**src/rtl/core/aabb_pair_collision_masked_assert.svh**
```systemverilog
// assertion helpers for the collision block, all clocked on clk and off during reset
`ifndef AABB_PAIR_COLLISION_MASKED_ASSERT_SVH
`define AABB_PAIR_COLLISION_MASKED_ASSERT_SVH

// same-cycle implication
`define APCM_ASSERT_IMP(label, ante, cons, msg) \
	label: assert property (@(posedge clk) disable iff (!arst_n) (ante) |-> (cons)) \
		else $error(msg);

// next-cycle implication
`define APCM_ASSERT_NXT(label, ante, cons, msg) \
	label: assert property (@(posedge clk) disable iff (!arst_n) (ante) |=> (cons)) \
		else $error(msg);

// condition that must never hold
`define APCM_ASSERT_NEVER(label, cond, msg) \
	label: assert property (@(posedge clk) disable iff (!arst_n) !(cond)) \
		else $error(msg);

`endif

```
**src/rtl/core/aabb_pc_pkg.sv**
```systemverilog
package aabb_pc_pkg;

	localparam int unsigned MAX_OBJECTS_DEF = 32;
	localparam int unsigned ID_W = 64;
	localparam int unsigned COORD_W = 16;
	localparam int unsigned SIZE_W = 15;
	localparam int unsigned BITS_W = 32;

	typedef struct packed {
		logic [ID_W-1:0] id;
		logic signed [COORD_W-1:0] x;
		logic signed [COORD_W-1:0] y;
		logic [SIZE_W-1:0] w;
		logic [SIZE_W-1:0] h;
		logic [BITS_W-1:0] layer;
		logic [BITS_W-1:0] mask;
	} item_t;

	typedef struct packed {
		logic [ID_W-1:0] owner;
		logic [ID_W-1:0] other;
		logic signed [COORD_W-1:0] x;
		logic signed [COORD_W-1:0] y;
		logic [SIZE_W-1:0] w;
		logic [SIZE_W-1:0] h;
	} record_t;

	typedef enum logic [2:0] {
		ST_IDLE,
		ST_FETCH,
		ST_TEST,
		ST_EMIT_A,
		ST_EMIT_B,
		ST_STORE,
		ST_FLUSH
	} state_t;

	typedef struct packed {
		logic load_cur;
		logic load_res;
		logic push_a;
		logic push_b;
		logic flush;
		logic wr_en;
	} dp_cmd_t;

	typedef struct packed {
		logic hit_a;
		logic hit_b;
		logic res_b;
		logic push_ok;
		logic flush_ok;
		logic pend_v;
	} dp_status_t;

endpackage

```
**src/rtl/core/aabb_pc_ctrl.sv**
```systemverilog
module aabb_pc_ctrl import aabb_pc_pkg::*; #(
	parameter int unsigned MAX_OBJECTS = MAX_OBJECTS_DEF,
	localparam int unsigned IDX_W = $clog2(MAX_OBJECTS),
	localparam int unsigned CNT_W = $clog2(MAX_OBJECTS + 1)
) (
	input logic clk,
	input logic arst_n,
	input logic in_valid,
	input logic in_active,
	input logic in_frame_end,
	output logic in_ready,
	output dp_cmd_t cmd,
	input dp_status_t stat,
	output logic [IDX_W-1:0] rd_addr,
	output logic [IDX_W-1:0] wr_addr
);

	localparam logic [CNT_W-1:0] CNT_MAX = CNT_W'(MAX_OBJECTS);

	state_t state_q, state_d;
	logic [IDX_W-1:0] idx_q, idx_d;
	logic [CNT_W-1:0] count_q, count_d;
	logic fe_q, fe_d;
	logic [CNT_W-1:0] idx_nxt;
	logic last;

	assign idx_nxt = CNT_W'(idx_q) + CNT_W'(1);
	assign last = (idx_nxt >= count_q);
	assign wr_addr = count_q[IDX_W-1:0];

	always_ff @(posedge clk or negedge arst_n) begin
		if (!arst_n) begin
			state_q <= ST_IDLE;
			idx_q <= '0;
			count_q <= '0;
			fe_q <= 1'b0;
		end else begin
			state_q <= state_d;
			idx_q <= idx_d;
			count_q <= count_d;
			fe_q <= fe_d;
		end
	end

	always_comb begin
		state_d = state_q;
		idx_d = idx_q;
		count_d = count_q;
		fe_d = fe_q;
		cmd = '0;
		in_ready = 1'b0;
		rd_addr = idx_q;
		case (state_q)
			ST_IDLE: begin
				in_ready = 1'b1;
				if (in_valid) begin
					fe_d = in_frame_end;
					cmd.load_cur = 1'b1;
					if (in_active && (count_q != CNT_MAX)) begin
						idx_d = '0;
						state_d = (count_q == '0) ? ST_STORE : ST_FETCH;
					end else if (in_frame_end) begin
						count_d = '0;
					end
				end
			end
			ST_FETCH: begin
				state_d = ST_TEST;
			end
			ST_TEST: begin
				// read ahead so a miss moves straight on to test the next entry
				rd_addr = idx_nxt[IDX_W-1:0];
				cmd.load_res = 1'b1;
				if (stat.hit_a) begin
					state_d = ST_EMIT_A;
				end else if (stat.hit_b) begin
					state_d = ST_EMIT_B;
				end else if (last) begin
					state_d = ST_STORE;
				end else begin
					idx_d = idx_nxt[IDX_W-1:0];
				end
			end
			ST_EMIT_A: begin
				if (stat.push_ok) begin
					cmd.push_a = 1'b1;
					if (stat.res_b) begin
						state_d = ST_EMIT_B;
					end else if (last) begin
						state_d = ST_STORE;
					end else begin
						idx_d = idx_nxt[IDX_W-1:0];
						state_d = ST_FETCH;
					end
				end
			end
			ST_EMIT_B: begin
				if (stat.push_ok) begin
					cmd.push_b = 1'b1;
					if (last) begin
						state_d = ST_STORE;
					end else begin
						idx_d = idx_nxt[IDX_W-1:0];
						state_d = ST_FETCH;
					end
				end
			end
			ST_STORE: begin
				cmd.wr_en = 1'b1;
				count_d = count_q + CNT_W'(1);
				state_d = ST_FLUSH;
			end
			ST_FLUSH: begin
				if (!stat.pend_v || stat.flush_ok) begin
					cmd.flush = stat.pend_v;
					if (fe_q) begin
						count_d = '0;
					end
					state_d = ST_IDLE;
				end
			end
			default: begin
				state_d = ST_IDLE;
			end
		endcase
	end

endmodule

```
**config.mk**
```make
export PLATFORM = sky130hd
export DESIGN_NAME = aabb_pc_ctrl
export DESIGN_NICKNAME = d
export VERILOG_FILES = /design/src/rtl/core/aabb_pair_collision_masked_assert.svh /design/src/rtl/core/aabb_pc_pkg.sv /design/src/rtl/core/aabb_pc_ctrl.sv
export SDC_FILE = /design/constraint.sdc
export NUM_CORES = 1
export LEC_CHECK = 0
export BUFFER_PORTS_ARGS = -buffer_cell sky130_fd_sc_hd__buf_2
export CAP_MARGIN = 40
export CORE_MARGIN = 2
export CORE_UTILIZATION = 40
export DETAILED_ROUTE_END_ITERATION = 7
export MAX_ROUTING_LAYER = met4
export PLACE_DENSITY = 0.71
export SETUP_SLACK_MARGIN = 0.05
export SKIP_LAST_GASP = 1
export SLEW_MARGIN = 30
export SYNTH_ARGS = -nofsm -noshare
export SYNTH_HDL_FRONTEND = slang
export SYNTH_SLANG_ARGS = --single-unit
```
**constraint.sdc**
```tcl
create_clock -name clk -period 3.47 [get_ports clk]
set_input_delay 0.694 -clock clk [delete_from_list [all_inputs] [get_ports clk]]
set_output_delay 0.694 -clock clk [all_outputs]
set_load 0.005 [all_outputs]
```
==> impl_results.rst <==
.. list-table::
   :header-rows: 1

   * - Metric
     - Value
   * - Leading cell type in the layout, fill and taps excluded
     - buf_2
   * - Number of max-slew violations in the final report
     - 0
   * - Antenna Nets Post-Route
     - 0
   * - Destination of the worst register-to-register timing path
     - idx_q[4]$_DFFE_PN0P_
   * - Ratio of final minimum period to clock period
     - 91.67%
   * - Final Hold Violating Endpoints
     - 0
   * - Arrival time reported for the critical path endpoint
     - 3.39 ns
   * - Worst clock skew
     - 0.01303 ns
   * - Kind of critical path
     - flip-flop to flip-flop
   * - Type of the most critical hold path
     - input pin to asynchronous set/reset pin
   * - Post-Route Setup TNS
     - 0 ns
   * - DRC violations left
     - 0
   * - Commonest non-fill, non-tap cells in the layout
     - buf_2, nand2_1, dfrtp_1, inv_1
   * - Setup slack on the worst flop-to-flop path
     - 0.29 ns
   * - Slew of the pin with the lowest slew margin
     - 0.6633 ns
   * - DP HPWL
     - 2.448 mm
   * - Std cell rows
     - 20
   * - Total of endpoints with negative setup slack in the final report
     - 0
   * - Synth top area share
     - 28.54%
   * - Layout cells sized above 1
     - 24.16%
   * - Design area
     - 1478 sq um
   * - R2r worst-path depth
     - 10
   * - Share of async-settable or async-resettable flops after synthesis
     - 100.0%
   * - Starting Density
     - 42.72%
   * - Number of distinct standard cells referenced by the synthesized netlist
     - 49
   * - Area growth syn-to-layout
     - 12.37%
   * - Max_slew headroom
     - 55.31%
   * - End of the critical path
     - idx_q[4]$_DFFE_PN0P_
   * - Routed vias/inst
     - 5.631
   * - Core Region
     - 3078 sq um
   * - Tmin final
     - 3.181 ns
   * - PD cells
     - 778.0 nW/um^2
   * - Fillers
     - 304
   * - Number of sinks handled by clock tree synthesis
     - 15
   * - Post-detailed-route wirelength per cell
     - 14.66 um
   * - Launching element of the worst setup path
     - idx_q[0]$_DFFE_PN0P_
   * - Footprint of the multi-input gates
     - 835.8 sq um
   * - Largest area contributor in the netlist
     - dfrtp_1
   * - Post-CTS sizing
     - 0
   * - Post-layout net count
     - 199
   * - Chip Width
     - 61.34 um
   * - Post-CTS setup repair buffer count
     - 0
   * - Storage cell area
     - 375.4 sq um
   * - Largest net degree at the start of global routing
     - 18
   * - Clock transition at the registers of the reported paths
     - 0.10 ns
   * - Max frequency
     - 314.4 MHz
   * - Crit path max fanout
     - 6
   * - Routed wire length
     - 3.255 mm
   * - Run status
     - finished clean
   * - First-pass iteration count of the detailed router
     - 4
   * - Cell area after placement
     - 1450 sq um
   * - Global-route wire length before repair
     - 5.209 mm
   * - Number of buffers added by the clock tree synthesis step
     - 3
   * - Register area share after synthesis
     - 28.54%
   * - Routed vias
     - 1250
   * - Net count after synthesis
     - 175
   * - Number of antenna violations at the first check in global routing
     - 0
   * - Ys Warns
     - 0
   * - Launching point of the worst reg2reg path
     - idx_q[0]$_DFFE_PN0P_
   * - Num ports
     - 28
   * - Cell Area, Synth
     - 1315 sq um
   * - Unrepaired setup endpoints after global routing
     - no
   * - Die Height
     - 61.34 um
   * - Max-Cap Viols
     - 0
   * - Diode insertion count for antenna repair
     - 0
   * - Clock Tree Buf Depth
     - 2
   * - Total Power
     - 1.150 mW
   * - Die outline area
     - 3762 sq um
   * - Number of global-route vias before repair
     - 1193
   * - Starting DRT DRC Count
     - 85
   * - Number of synthesized register bits
     - 15
   * - Global Route Usage Sum
     - 18.91%
   * - Clock latency reported for the late side of the worst-skew pair
     - 0.29 ns
   * - Clock tree from TritonCTS
     - yes
   * - Crit start category
     - flip-flop
   * - Peak supply drop
     - 295.0 uV
   * - Dominant cells by area after synthesis
     - dfrtp_1, ha_1, nand2_1
   * - Number of instances in the synthesized netlist
     - 155
   * - Placer Congestion
     - 0.8144
   * - Most used flip-flop cell after synthesis
     - dfrtp_1
   * - Post-Syn Area per Cell
     - 8.484 sq um
   * - EDFF count, synth
     - 0
   * - Count of H-tree levels built during CTS
     - 1
   * - Crit path required time
     - 3.68 ns
   * - Number of port buffers
     - 27
   * - Leakage power of the design
     - 0.7253 nW
   * - Total of hold buffers inserted after clock tree synthesis
     - 0
   * - Category of the worst setup path capture point
     - flip-flop
   * - Clock tree root driver cell
     - clkbuf_4
   * - Global route total overflow
     - 0
[final cells by class]
type                            count  share of cell area [%]
Clock inverter                      1                  0.3387
Clock buffer                        3                   1.524
Timing Repair Buffer               27                   9.145
Inverter                           13                   3.302
Multi-Input combinational cell    119                   56.56
Sequential cell                    15                   25.40
Tap cell                           44                   3.726
[critical path: stages, from the launching register on]
cell and delay (ns):
dfrtp_1 0.46, ha_1 0.30, nand3_1 0.20, or2_2 0.35
nand2_1 0.08, ha_1 0.25, a41o_1 0.25, a21oi_1 0.21
o21ai_0 0.31, or3b_4 0.53, o211ai_2 0.15
[where the power goes]
group | internal [mW] | switching (mW)
sequential | 0.232 | 0.120
clock | 0.0429 | 0.0594
combinational | 0.302 | 0.394
total | 0.577 | 0.572
[logic make-up after synthesis]
family / count (synthesis) / share of synthesized area, %
AND/OR/NAND/NOR: 59 / 24.74
AO/OA/AOI/OAI: 42 / 23.88
buffers and inverters: 21 / 7.897
flip-flops: 15 / 28.54
adder cells (fa/ha/maj): 9 / 8.563
XOR/XNOR: 6 / 3.996
multiplexers: 3 / 2.379
[metrics by stage]
stage | std cells | hold slack (ns) | setup slack, ns | util, %
finish | 222 | 0.2956 | 0.2890 | 48.01
global route | 222 | 0.3048 | 0.1354 | 48.01
CTS | 222 | 0.3074 | 0.3388 | 48.01
detailed placement | 218 | 0.4903 | 0.4534 | 47.11
global placement | 218 | 0.4906 | 0.6254 | 47.11
floorplan | 155 | 0.3984 | 0.7856 | -
[metal layers]
layer  vias up  GRT usage [%]  routed length [um]
li1        601              -                   -
met1       601          22.41                1429
met2        43          34.35                1610
met3         5          2.101                 182
met4         0          4.255                  33
met5         -              -                   0
[state kept, by name, summed over array words and instances, names as in the netlist]
register and cells:
count_q 6, idx_q 5, fe_q 1, state_q 3
[Yosys cell counts, types with 2 or more instances]
cell	n
a211o_1	2
a21o_1	2
a21oi_1	8
and2_1	3
and3_1	5
buf_2	2
buf_4	6
dfrtp_1	15
ha_1	9
inv_1	13
mux2i_1	2
nand2_1	16
nand3_1	5
nand3b_1	3
nor2_1	8
nor2b_1	4
o211ai_1	3
o21ai_0	9
o21ai_1	3
o22ai_2	3
or3_1	2
xnor2_1	4
xor2_1	2
[how the worst min path moves through the flow]
| stage | startpoint | to | cells past startpoint |
|---|---|---|---|
| 4_1_cts | arst_n | count_q[0]$_DFFE_PN0P_ | 1 |
| 3_5_place_dp | fe_q$_DFFE_PN0P_ | fe_q$_DFFE_PN0P_ | 1 |
| 5_1_grt | arst_n | idx_q[1]$_DFFE_PN0P_ | 1 |
| 2_1_floorplan | arst_n | count_q[0]$_DFFE_PN0P_ | 0 |
| 6_report | arst_n | count_q[0]$_DFFE_PN0P_ | 1 |
| 3_3_place_gp | fe_q$_DFFE_PN0P_ | fe_q$_DFFE_PN0P_ | 1 |
(Power assumes the default switching activity.)
